**src/rtl/gpc_pkg.sv**
```systemverilog
package gpc_pkg;

    // Sequencer command to one of the serial units
    typedef struct packed {
        logic load;
        logic step;
    } gpc_ctrl_t;

    // Smallest cell count that still counts as a filled rectangle
    localparam int MIN_RECT_CELLS = 4;

endpackage

```
**src/rtl/gpc_stats.sv**
```systemverilog
module gpc_stats
    import gpc_pkg::*;
#(
    parameter int SIDE = 5,
    parameter int N = SIDE * SIDE,
    parameter int CW = $clog2(N + 1),
    parameter int XW = $clog2(SIDE + 1)
)
(
    input  logic          clk,
    input  gpc_ctrl_t     ctrl,
    input  logic [N-1:0]  mask_in,
    output logic [N-1:0]  mask,
    output logic [CW-1:0] count,
    output logic [XW-1:0] min_x,
    output logic [XW-1:0] max_x,
    output logic [XW-1:0] min_y,
    output logic [XW-1:0] max_y,
    output logic          connected
);

    logic [N-1:0]  mask_reg, mask_next;
    logic [N-1:0]  sh_reg, sh_next;
    logic [N-1:0]  reach_reg, reach_next;
    logic [XW-1:0] x_reg, x_next, y_reg, y_next;
    logic [CW-1:0] count_reg, count_next;
    logic [XW-1:0] min_x_reg, min_x_next, max_x_reg, max_x_next;
    logic [XW-1:0] min_y_reg, min_y_next, max_y_reg, max_y_next;
    logic [N-1:0]  first_col, last_col, grow;

    // Mark the left and right board edges
    always_comb
    begin
        first_col = '0;
        last_col  = '0;
        for (int y = 0; y < SIDE; y++)
        begin
            first_col[y * SIDE]            = 1'b1;
            last_col[y * SIDE + SIDE - 1]  = 1'b1;
        end
    end

    // One 4-neighbour dilation of the reached set
    assign grow = reach_reg
                | ((reach_reg << 1) & ~first_col)
                | ((reach_reg >> 1) & ~last_col)
                | (reach_reg << SIDE)
                | (reach_reg >> SIDE);

    // Walk one cell per step: count, bounding box, dilation
    always_comb
    begin
        mask_next  = mask_reg;
        sh_next    = sh_reg;
        reach_next = reach_reg;
        x_next     = x_reg;
        y_next     = y_reg;
        count_next = count_reg;
        min_x_next = min_x_reg;
        max_x_next = max_x_reg;
        min_y_next = min_y_reg;
        max_y_next = max_y_reg;
        if (ctrl.load)
        begin
            mask_next  = mask_in;
            sh_next    = mask_in;
            reach_next = mask_in & (~mask_in + N'(1));
            x_next     = '0;
            y_next     = '0;
            count_next = '0;
            min_x_next = XW'(SIDE);
            max_x_next = '0;
            min_y_next = XW'(SIDE);
            max_y_next = '0;
        end
        else if (ctrl.step)
        begin
            sh_next    = sh_reg >> 1;
            reach_next = grow & mask_reg;
            if (sh_reg[0])
            begin
                count_next = count_reg + CW'(1);
                if (x_reg < min_x_reg) min_x_next = x_reg;
                if (x_reg > max_x_reg) max_x_next = x_reg;
                if (y_reg < min_y_reg) min_y_next = y_reg;
                if (y_reg > max_y_reg) max_y_next = y_reg;
            end
            if (x_reg == XW'(SIDE - 1))
            begin
                x_next = '0;
                y_next = y_reg + XW'(1);
            end
            else
            begin
                x_next = x_reg + XW'(1);
            end
        end
    end

    always_ff @(posedge clk)
    begin
        mask_reg  <= mask_next;
        sh_reg    <= sh_next;
        reach_reg <= reach_next;
        x_reg     <= x_next;
        y_reg     <= y_next;
        count_reg <= count_next;
        min_x_reg <= min_x_next;
        max_x_reg <= max_x_next;
        min_y_reg <= min_y_next;
        max_y_reg <= max_y_next;
    end

    assign mask      = mask_reg;
    assign count     = count_reg;
    assign min_x     = min_x_reg;
    assign max_x     = max_x_reg;
    assign min_y     = min_y_reg;
    assign max_y     = max_y_reg;
    assign connected = (reach_reg == mask_reg) && (mask_reg != '0);

endmodule

```
**src/rtl/gpc_order.sv**
```systemverilog
module gpc_order
    import gpc_pkg::*;
#(
    parameter int SIDE = 5,
    parameter int N = SIDE * SIDE,
    parameter int IW = $clog2(N)
)
(
    input  logic          clk,
    input  gpc_ctrl_t     ctrl,
    input  logic [N-1:0]  mask_in,
    input  logic [IW-1:0] shift_plain,
    input  logic [IW-1:0] shift_flip,
    output logic [N-1:0]  canonical
);

    logic [N-1:0] mirror;
    logic [N-1:0] plain_reg, plain_next, flip_reg, flip_next;
    logic [N-1:0] a_reg, a_next, b_reg, b_next;
    logic         a_above_reg, a_above_next, b_above_reg, b_above_next;
    logic         less_reg, less_next;
    logic         a_bit, b_bit;

    // Reverse every row for the left-right mirror
    always_comb
    begin
        mirror = '0;
        for (int y = 0; y < SIDE; y++)
        begin
            for (int x = 0; x < SIDE; x++)
            begin
                mirror[y * SIDE + x] = mask_in[y * SIDE + SIDE - 1 - x];
            end
        end
    end

    assign a_bit = a_reg[N-1];
    assign b_bit = b_reg[N-1];

    // Load both candidates, then scan from the top cell down;
    // the lowest differing cell decides the order of the sorted lists
    always_comb
    begin
        plain_next   = plain_reg;
        flip_next    = flip_reg;
        a_next       = a_reg;
        b_next       = b_reg;
        a_above_next = a_above_reg;
        b_above_next = b_above_reg;
        less_next    = less_reg;
        if (ctrl.load)
        begin
            plain_next   = mask_in >> shift_plain;
            flip_next    = mirror >> shift_flip;
            a_next       = mirror >> shift_flip;
            b_next       = mask_in >> shift_plain;
            a_above_next = 1'b0;
            b_above_next = 1'b0;
            less_next    = 1'b0;
        end
        else if (ctrl.step)
        begin
            a_next       = a_reg << 1;
            b_next       = b_reg << 1;
            a_above_next = a_above_reg | a_bit;
            b_above_next = b_above_reg | b_bit;
            if (a_bit != b_bit)
            begin
                less_next = a_bit ? b_above_reg : !a_above_reg;
            end
        end
    end

    always_ff @(posedge clk)
    begin
        plain_reg   <= plain_next;
        flip_reg    <= flip_next;
        a_reg       <= a_next;
        b_reg       <= b_next;
        a_above_reg <= a_above_next;
        b_above_reg <= b_above_next;
        less_reg    <= less_next;
    end

    assign canonical = less_reg ? flip_reg : plain_reg;

endmodule

```
**src/rtl/grid_pattern_classifier_top.sv**
```systemverilog
// Channel | Valid        | Stall        | Payload
// cell    | cell_valid   | cell_stall   | cell_mask
// result  | result_valid | result_stall | canonical_mask, connected_flag,
//         |              |              | rectangle_flag, cell_count
//
// One item runs, with N = BOARD_SIDE*BOARD_SIDE (25 at side 5), through
// the accept cycle, a cell-serial stats walk of N steps, a shift cycle,
// an N step compare of the two candidates and a finish cycle.
// cell_stall is high from acceptance until the finish cycle has passed.
// A finished result waits in the output register while the next item runs;
// that item's finish waits while result_stall holds. Reset clears the top.
module grid_pattern_classifier_top
    import gpc_pkg::*;
#(
    parameter int BOARD_SIDE = 5
)
(
    input  logic                                       clk,
    input  logic                                       rst_n,
    input  logic                                       cell_valid,
    output logic                                       cell_stall,
    input  logic [BOARD_SIDE*BOARD_SIDE-1:0]           cell_mask,
    output logic                                       result_valid,
    input  logic                                       result_stall,
    output logic [BOARD_SIDE*BOARD_SIDE-1:0]           canonical_mask,
    output logic                                       connected_flag,
    output logic                                       rectangle_flag,
    output logic [$clog2(BOARD_SIDE*BOARD_SIDE+1)-1:0] cell_count
);

    localparam int N  = BOARD_SIDE * BOARD_SIDE;
    localparam int CW = $clog2(N + 1);
    localparam int XW = $clog2(BOARD_SIDE + 1);
    localparam int IW = $clog2(N);

    typedef enum logic [2:0] {
        ST_IDLE,
        ST_SCAN,
        ST_PREP,
        ST_CMP,
        ST_FINISH
    } state_t;

    state_t        state_reg;
    logic [IW-1:0] step_reg;
    logic          result_valid_reg;
    logic [N-1:0]  canonical_reg;
    logic          connected_reg, rectangle_reg;
    logic [CW-1:0] count_reg;

    gpc_ctrl_t     stats_ctrl, order_ctrl;
    logic [N-1:0]  st_mask, canon;
    logic [CW-1:0] st_count;
    logic [XW-1:0] st_min_x, st_max_x, st_min_y, st_max_y;
    logic          st_connected;
    logic [IW-1:0] shift_plain, shift_flip;
    logic          accept, last_step, out_free, is_rect;

    assign accept    = cell_valid && !cell_stall;
    assign last_step = (step_reg == IW'(N - 1));
    assign out_free  = !result_valid_reg || !result_stall;

    // Drive the serial units from the sequencer state
    assign stats_ctrl.load = accept;
    assign stats_ctrl.step = (state_reg == ST_SCAN);
    assign order_ctrl.load = (state_reg == ST_PREP);
    assign order_ctrl.step = (state_reg == ST_CMP);

    // Offsets that bring each candidate to the origin
    assign shift_plain = IW'(int'(st_min_y) * BOARD_SIDE + int'(st_min_x));
    assign shift_flip  = IW'(int'(st_min_y) * BOARD_SIDE
                             + (BOARD_SIDE - 1 - int'(st_max_x)));

    // Filled bounding box of at least four cells
    assign is_rect = (int'(st_count) >= MIN_RECT_CELLS)
        && ((int'(st_max_x) - int'(st_min_x) + 1) * (int'(st_max_y) - int'(st_min_y) + 1)
            == int'(st_count));

    gpc_stats #(
        .SIDE (BOARD_SIDE)
    ) u_stats (
        .clk       (clk),
        .ctrl      (stats_ctrl),
        .mask_in   (cell_mask),
        .mask      (st_mask),
        .count     (st_count),
        .min_x     (st_min_x),
        .max_x     (st_max_x),
        .min_y     (st_min_y),
        .max_y     (st_max_y),
        .connected (st_connected)
    );

    gpc_order #(
        .SIDE (BOARD_SIDE)
    ) u_order (
        .clk         (clk),
        .ctrl        (order_ctrl),
        .mask_in     (st_mask),
        .shift_plain (shift_plain),
        .shift_flip  (shift_flip),
        .canonical   (canon)
    );

    // Sequencer and result register
    always_ff @(posedge clk or negedge rst_n)
    begin
        if (!rst_n)
        begin
            state_reg        <= ST_IDLE;
            step_reg         <= '0;
            result_valid_reg <= 1'b0;
            canonical_reg    <= '0;
            connected_reg    <= 1'b0;
            rectangle_reg    <= 1'b0;
            count_reg        <= '0;
        end
        else
        begin
            // Load a finished result, or drop the one just taken
            if (state_reg == ST_FINISH && out_free)
            begin
                result_valid_reg <= 1'b1;
                canonical_reg    <= canon;
                connected_reg    <= st_connected;
                rectangle_reg    <= is_rect;
                count_reg        <= st_count;
            end
            else if (result_valid_reg && !result_stall)
            begin
                result_valid_reg <= 1'b0;
            end
            unique case (state_reg)
                ST_IDLE:
                begin
                    step_reg <= '0;
                    if (accept)
                    begin
                        state_reg <= ST_SCAN;
                    end
                end
                ST_SCAN:
                begin
                    if (last_step)
                    begin
                        step_reg  <= '0;
                        state_reg <= ST_PREP;
                    end
                    else
                    begin
                        step_reg <= step_reg + IW'(1);
                    end
                end
                ST_PREP:
                begin
                    step_reg  <= '0;
                    state_reg <= ST_CMP;
                end
                ST_CMP:
                begin
                    if (last_step)
                    begin
                        step_reg  <= '0;
                        state_reg <= ST_FINISH;
                    end
                    else
                    begin
                        step_reg <= step_reg + IW'(1);
                    end
                end
                ST_FINISH:
                begin
                    if (out_free)
                    begin
                        state_reg <= ST_IDLE;
                    end
                end
                default:
                begin
                    state_reg <= ST_IDLE;
                end
            endcase
        end
    end

    assign cell_stall     = (state_reg != ST_IDLE);
    assign result_valid   = result_valid_reg;
    assign canonical_mask = canonical_reg;
    assign connected_flag = connected_reg;
    assign rectangle_flag = rectangle_reg;
    assign cell_count     = count_reg;

endmodule
```
**config.mk**
```make
export PLATFORM = sky130hd
export DESIGN_NAME = grid_pattern_classifier_top
export DESIGN_NICKNAME = d
export VERILOG_FILES = /design/src/rtl/gpc_pkg.sv /design/src/rtl/gpc_stats.sv /design/src/rtl/gpc_order.sv /design/src/rtl/grid_pattern_classifier_top.sv
export SDC_FILE = /design/constraint.sdc
export NUM_CORES = 1
export LEC_CHECK = 0
export BUFFER_PORTS_ARGS = -buffer_cell sky130_fd_sc_hd__buf_2
export CAP_MARGIN = 20
export CELL_PAD_IN_SITES_DETAIL_PLACEMENT = 0
export CELL_PAD_IN_SITES_GLOBAL_PLACEMENT = 1
export CORE_ASPECT_RATIO = 1.2
export CORE_MARGIN = 4
export CORE_UTILIZATION = 45
export DETAILED_ROUTE_END_ITERATION = 7
export PLACE_DENSITY = 0.73
export SETUP_SLACK_MARGIN = 0.15
export SYNTH_ARGS = -nofsm -noshare
export SYNTH_HDL_FRONTEND = slang
export SYNTH_HIERARCHICAL = 1
export SYNTH_SLANG_ARGS = --single-unit
```
**constraint.sdc**
```tcl
create_clock -name clk -period 9.45 [get_ports clk]
set_clock_uncertainty 0.15 [all_clocks]
set_input_delay 0 -clock clk [delete_from_list [all_inputs] [get_ports clk]]
set_output_delay 0 -clock clk [all_outputs]
set_load 0.005 [all_outputs]
```
== After elaboration in Yosys (flattened, before gate mapping) ==
Cells that the tools add are included.

* Add/sub/neg operators: 12
* $mul: 2
* Div/mod/pow operators: 0
* Magnitude comparators: 5
* Eq/ne operators: 13
* Shift operators: 2
* Multiplexer cells: 20
* Bitwise operators: 9
* Reductions and logical operators: 27

{| class="wikitable"
|+ Operators with widths
! operator !! count
|-
| 25-bit 2-to-1 mux || 9
|-
| 25-bit AND || 2
|-
| 25-bit bitwise OR || 2
|-
| 25-bit by 5-bit right shift with 25-bit output || 2
|-
| 25-bit by 1-bit adder with 25-bit output (second input constant) || 1
|-
| 25-bit equality test || 1
|-
| 25-bit inverter || 1
|-
| 25-bit by 20-bit bitwise OR with 25-bit output || 1
|-
| 25-bit by 24-bit bitwise OR with 25-bit output || 1
|-
| 25-bit nonzero test || 1
|-
| 3-bit 2-to-1 mux || 5
|-
| 3-bit case mux with 5 select lines || 1
|-
| 3-bit AND reduction || 4
|-
| 4-bit by 2-bit adder with 5-bit output (second input constant) || 2
|-
| 5-bit by 1-bit adder with 5-bit output (second input constant) || 2
|-
| 5-bit by 4-bit adder with 5-bit output || 2
|-
| 10-bit by 6-bit equality test with 1-bit output || 1
|-
| 5-bit by 5-bit multiplier with 10-bit output || 1
|-
| 5-bit case mux with 2 select lines || 1
|-
| 2-bit nonzero test || 4
|-
| 3-bit by 3-bit subtractor with 4-bit output || 2
|-
| 3-bit by 1-bit adder with 3-bit output (second input constant) || 2
|-
| 3-bit by 2-bit equality test with 1-bit output (second input constant) || 2
|-
| 3-bit equality test (second input constant) || 2
|-
| other kinds (21) || 38
|}

* Bits in registers: 242
* Latch bits: 0
* Bits in writable memories: 0
* Bits in read-only memories: 0
* Input bits: 29
* Output and inout port bits: 34
* Memories kept: 0

== Longest topological paths before layout ==
* Depth in word-level cells: 7
* Depth in mapped cells: 19
* Mapped depth without buffers: 19

== By module ==
The synthesis kept the hierarchy.

{| class="wikitable"
|+ Modules (own cells, without submodules)
! module !! instances !! cells an instance !! area an instance (um2)
|-
| gpc_order || 1 || 621 || 7319.5
|-
| gpc_stats || 1 || 393 || 4752.1
|-
| grid_pattern_classifier_top || 1 || 296 || 3226.8
|}

== Least setup slack after synthesis ==
No wires, ideal clock.

* Kind: reg-to-reg
* From: register u_stats.min_y_reg[1] (netlist: u_stats/min_y[1])
* To: register rectangle_reg (netlist: rectangle_flag)
* Data arrival time: 4.589 ns
* Required time: 9.233 ns
* Slack: 4.644 ns
* Cell stages (with the launch flop): 17
* Buffers on the path: 0
* Period minus slack after synthesis: 4.806 ns
* Cell sequence: dfxtp_1 > inv_1 > fa_1 > xor2_1 > nand3_1 > xor2_1 > nand2_1 > fa_1 > fa_1 > inv_1 > fa_1 > fa_1 > a21o_1 > a21oi_2 > xnor2_1 > nor4_2 > a32o_1

* Word-level cells in the longest chain between the ends: 5

{| class="wikitable"
|+ RTL lines
! element !! RTL line !! source
|-
| from (decl) || gpc_stats.sv:28 || <nowiki>logic [XW-1:0] min_y_reg, min_y_next, max_y_reg, max_y_next;</nowiki>
|-
| from (signal assigned) || gpc_stats.sv:110 || <nowiki>min_y_reg <= min_y_next;</nowiki>
|-
| 3-bit by 3-bit subtractor with 4-bit output || grid_pattern_classifier_top.sv:76 || <nowiki>&& ((int'(st_max_x) - int'(st_min_x) + 1) * (int'(st_max_y) - int'(st_min_y) + 1)</nowiki>
|-
| 4-bit by 2-bit adder with 5-bit output || grid_pattern_classifier_top.sv:76 ||
|-
| 5-bit by 5-bit multiplier with 10-bit output || grid_pattern_classifier_top.sv:76 ||
|-
| 10-bit by 6-bit equality test with 1-bit output || grid_pattern_classifier_top.sv:77 || <nowiki>== int'(st_count));</nowiki>
|-
| 1-bit logical AND || grid_pattern_classifier_top.sv:76 ||
|-
| to (signal assigned) || grid_pattern_classifier_top.sv:126 || <nowiki>rectangle_reg <= is_rect;</nowiki>
|-
| to (decl) || grid_pattern_classifier_top.sv:48 || <nowiki>logic connected_reg, rectangle_reg;</nowiki>
|}

No other way between the ends.
A chain may end at the register's enable or synchronous reset.

== Final worst setup path ==
Same ends and word-level chain as after synthesis.

==> impl_metrics.ini <==
[run_status]
outcome = finished, final reports clean

[clock_network]
cts_sinks = 242
clk_pin_slew_ns = 0.06
cts_root_buf = clkbuf_16
clk_latency_ns = 0.53
clk_path_buf_depth = 3
cts_tree = done
htreeDepth = 1
numCtsBuffers = 27

[die]
core_area_um2 = 33340
initial_utilization_pct = 45.89
io_pins = 63
die_area_um2 = 37020
die_h_um = 210.0
die_x_um = 176.3
rows = 73

[grt]
grt_pass1_wl_um = 60050
antenna_found_initial = 1
grt_max_degree = 67
grt_use_total_pct = 20.09
grt_pass1_vias = 10580
grt_overflow = 0

[yosys]
async_flop_share_pct = 16.94
netlist_instances = 1310
synth_area_leaders = edfxtp_1 34%, mux2_2 8.8%, dfrtp_1 6.7%
netlist.top_cell.by_area = edfxtp_1
ys_types = 82
avgSynthCellArea_um2 = 11.68
ys_ff_latch = 242
synth_edf_count = 175
ys_warn_count = 6
netlist_area_um2 = 15300
yosys.area.top_type_share_pct = 34.35
synth-main-ff-cell = edfxtp_1
ys_seq_area_share_pct = 44.46
synth_nets = 1409

[layout]
fill_cells = 2970
area_growth_pct = 12.03
final_util_pct = 51.41
n_antenna_cell = 0
nets = 1458
layout-drive-gt1-share_pct = 22.70

[detailed_routing]
firstDrtPassIters = 5
wl_um = 37830
remaining_drc_errors = 0
drtIter0Drc = 804
wl_per_cell_um = 20.68
vias_per_cell = 5.862
route.vias.total = 10720
ant_nets = 0

[place]
hpwl_um = 26090
preCtsSetupSlack_ns = 4.283
portBuffers = 62
place_congestion = 0.8762

[sta]
rsz0062_at_grt = false
tns_ns = 0
fin_crit_sh_pct = 54.49
slew_violations = 0
finalHoldWorstSlack_ns = 0.003091
max_freq_mhz = 194.2
relSlewSlack_pct = 38.98
setup_violations = 0
worstMarginPinSlew_ns = 0.9153
fin_ws_ns = 4.300
hold_viol = 0
finalCriticalPeriod_ns = 5.150

[run]
cap_violations = 0

[worst_hold_path]
hold_path.class = primary input to async pin

[setup_path]
endpoint_kind = flip-flop
worstPathArrival_ns = 5.42
required_ns = 9.72
crit_fanout = 7
critical_path_class = flip-flop to flip-flop
startpoint_type = flip-flop
[synth_stat cells, types with 23 or more instances]
cell      instances
clkbuf_1         55
mux2_2          120
nor3_1           28
inv_1            63
a21oi_1          29
nand3_1          32
dfrtp_1          41
edfxtp_1        175
xnor2_1          23
ha_1             49
nor2_1           87
nand2_1          80
mux2i_1          58
dfxtp_1          26
xor2_1           38
mux4_2           45
[cells in the final DEF (no fill, tap or decap), types with 13 or more instances in the layout]
cell	instances
mux4_2	45
nor2b_1	16
dfxtp_1	26
nor4_1	17
nor3_1	28
ha_1	47
fa_1	21
nand2_1	80
buf_2	62
inv_1	63
a21o_1	16
o21ai_0	22
buf_4	17
mux2_2	120
xnor2_1	21
nand2b_1	13
mux2i_1	58
xor2_1	37
dlygate4sd3_1	28
nand3_1	32
clkbuf_16	28
and2_1	21
a31oi_1	13
a21oi_1	29
dfrtp_1	41
nor2_1	85
edfxtp_1	175
[per-stage QoR]
step	instances	instance area (um2)
after floorplan	1310	15300
after global placement	1751	15950
after detailed placement	1752	15970
after CTS	1829	17140
after global routing	1829	17140
final	1829	17140
[final cells by class]
class | instances | area, um2 | area share (%)
Inverter | 66 | 247.7 | 1.445
Clock buffer | 35 | 737.0 | 4.300
Timing Repair Buffer | 108 | 738.2 | 4.307
Multi-Input combinational cell | 914 | 7903 | 46.11
Sequential cell | 242 | 6802 | 39.68
Clock inverter | 14 | 148.9 | 0.8687
Tap cell | 450 | 563.0 | 3.285
[critical path, stage by stage (launching register included)]
cell,delay (ns)
dfxtp_1,0.48
inv_1,0.17
fa_1,0.45
xor2_1,0.28
nand3_1,0.19
xor2_1,0.27
nand2_1,0.12
fa_1,0.49
fa_1,0.54
inv_1,0.05
fa_1,0.53
fa_1,0.49
a211oi_1,0.24
o21bai_1,0.10
a21oi_1,0.17
xnor2_1,0.10
a32o_1,0.21
[path summary, 6_finish.rpt]
path | from | endpoint | slack [ns] | cells past startpoint
setup / recovery | u_stats/min_y[1] | rectangle_flag | 4.30 | 16
hold / removal | rst_n | step_reg[2] | 0.003 | 2
setup reg to reg | u_stats/min_y[1] | rectangle_flag | 4.30 | 16
hold reg to reg | u_order/b_above_reg | u_order/b_above_reg | 0.32 | 2
max in group asynchronous | rst_n | canonical_mask[23] | 8.58 | 2
min in group clk | cell_mask[24] | u_stats/mask[24] | 0.05 | 2
[repair_timing]
| item | in CTS | in global routing |
|---|---|---|
| resized for setup | 0 | 0 |
| endpoints found under the hold margin | 138 | 0 |
| hold buffers | 28 | 0 |
| setup buffers | 0 | 0 |
[cells by family (layout without fill, tap and decap cells)]
kind of cell / after synthesis / count (layout) / synth area share [%]
flip-flops: 242 / 242 / 44.46
multiplexers: 226 / 226 / 19.77
AND/OR/NAND/NOR: 358 / 358 / 12.08
AO/OA/AOI/OAI: 199 / 199 / 9.209
adder cells (fa/ha/maj): 70 / 70 / 6.756
buffers and inverters: 154 / 223 / 4.237
XOR/XNOR: 61 / 61 / 3.492
[per-layer routing]
metal / up-vias / wire length [um] / GRT usage (%)
met1: 5289 / 16520 / 28.16
li1: 5011 / - / -
met3: 72 / 1878 / 2.386
met5: - / 13 / 0
met2: 348 / 18280 / 33.18
met4: 2 / 1137 / 5.729
Power is not shown: default switching activity piles up to over one toggle a cycle in this logic, so the estimate is an artifact.
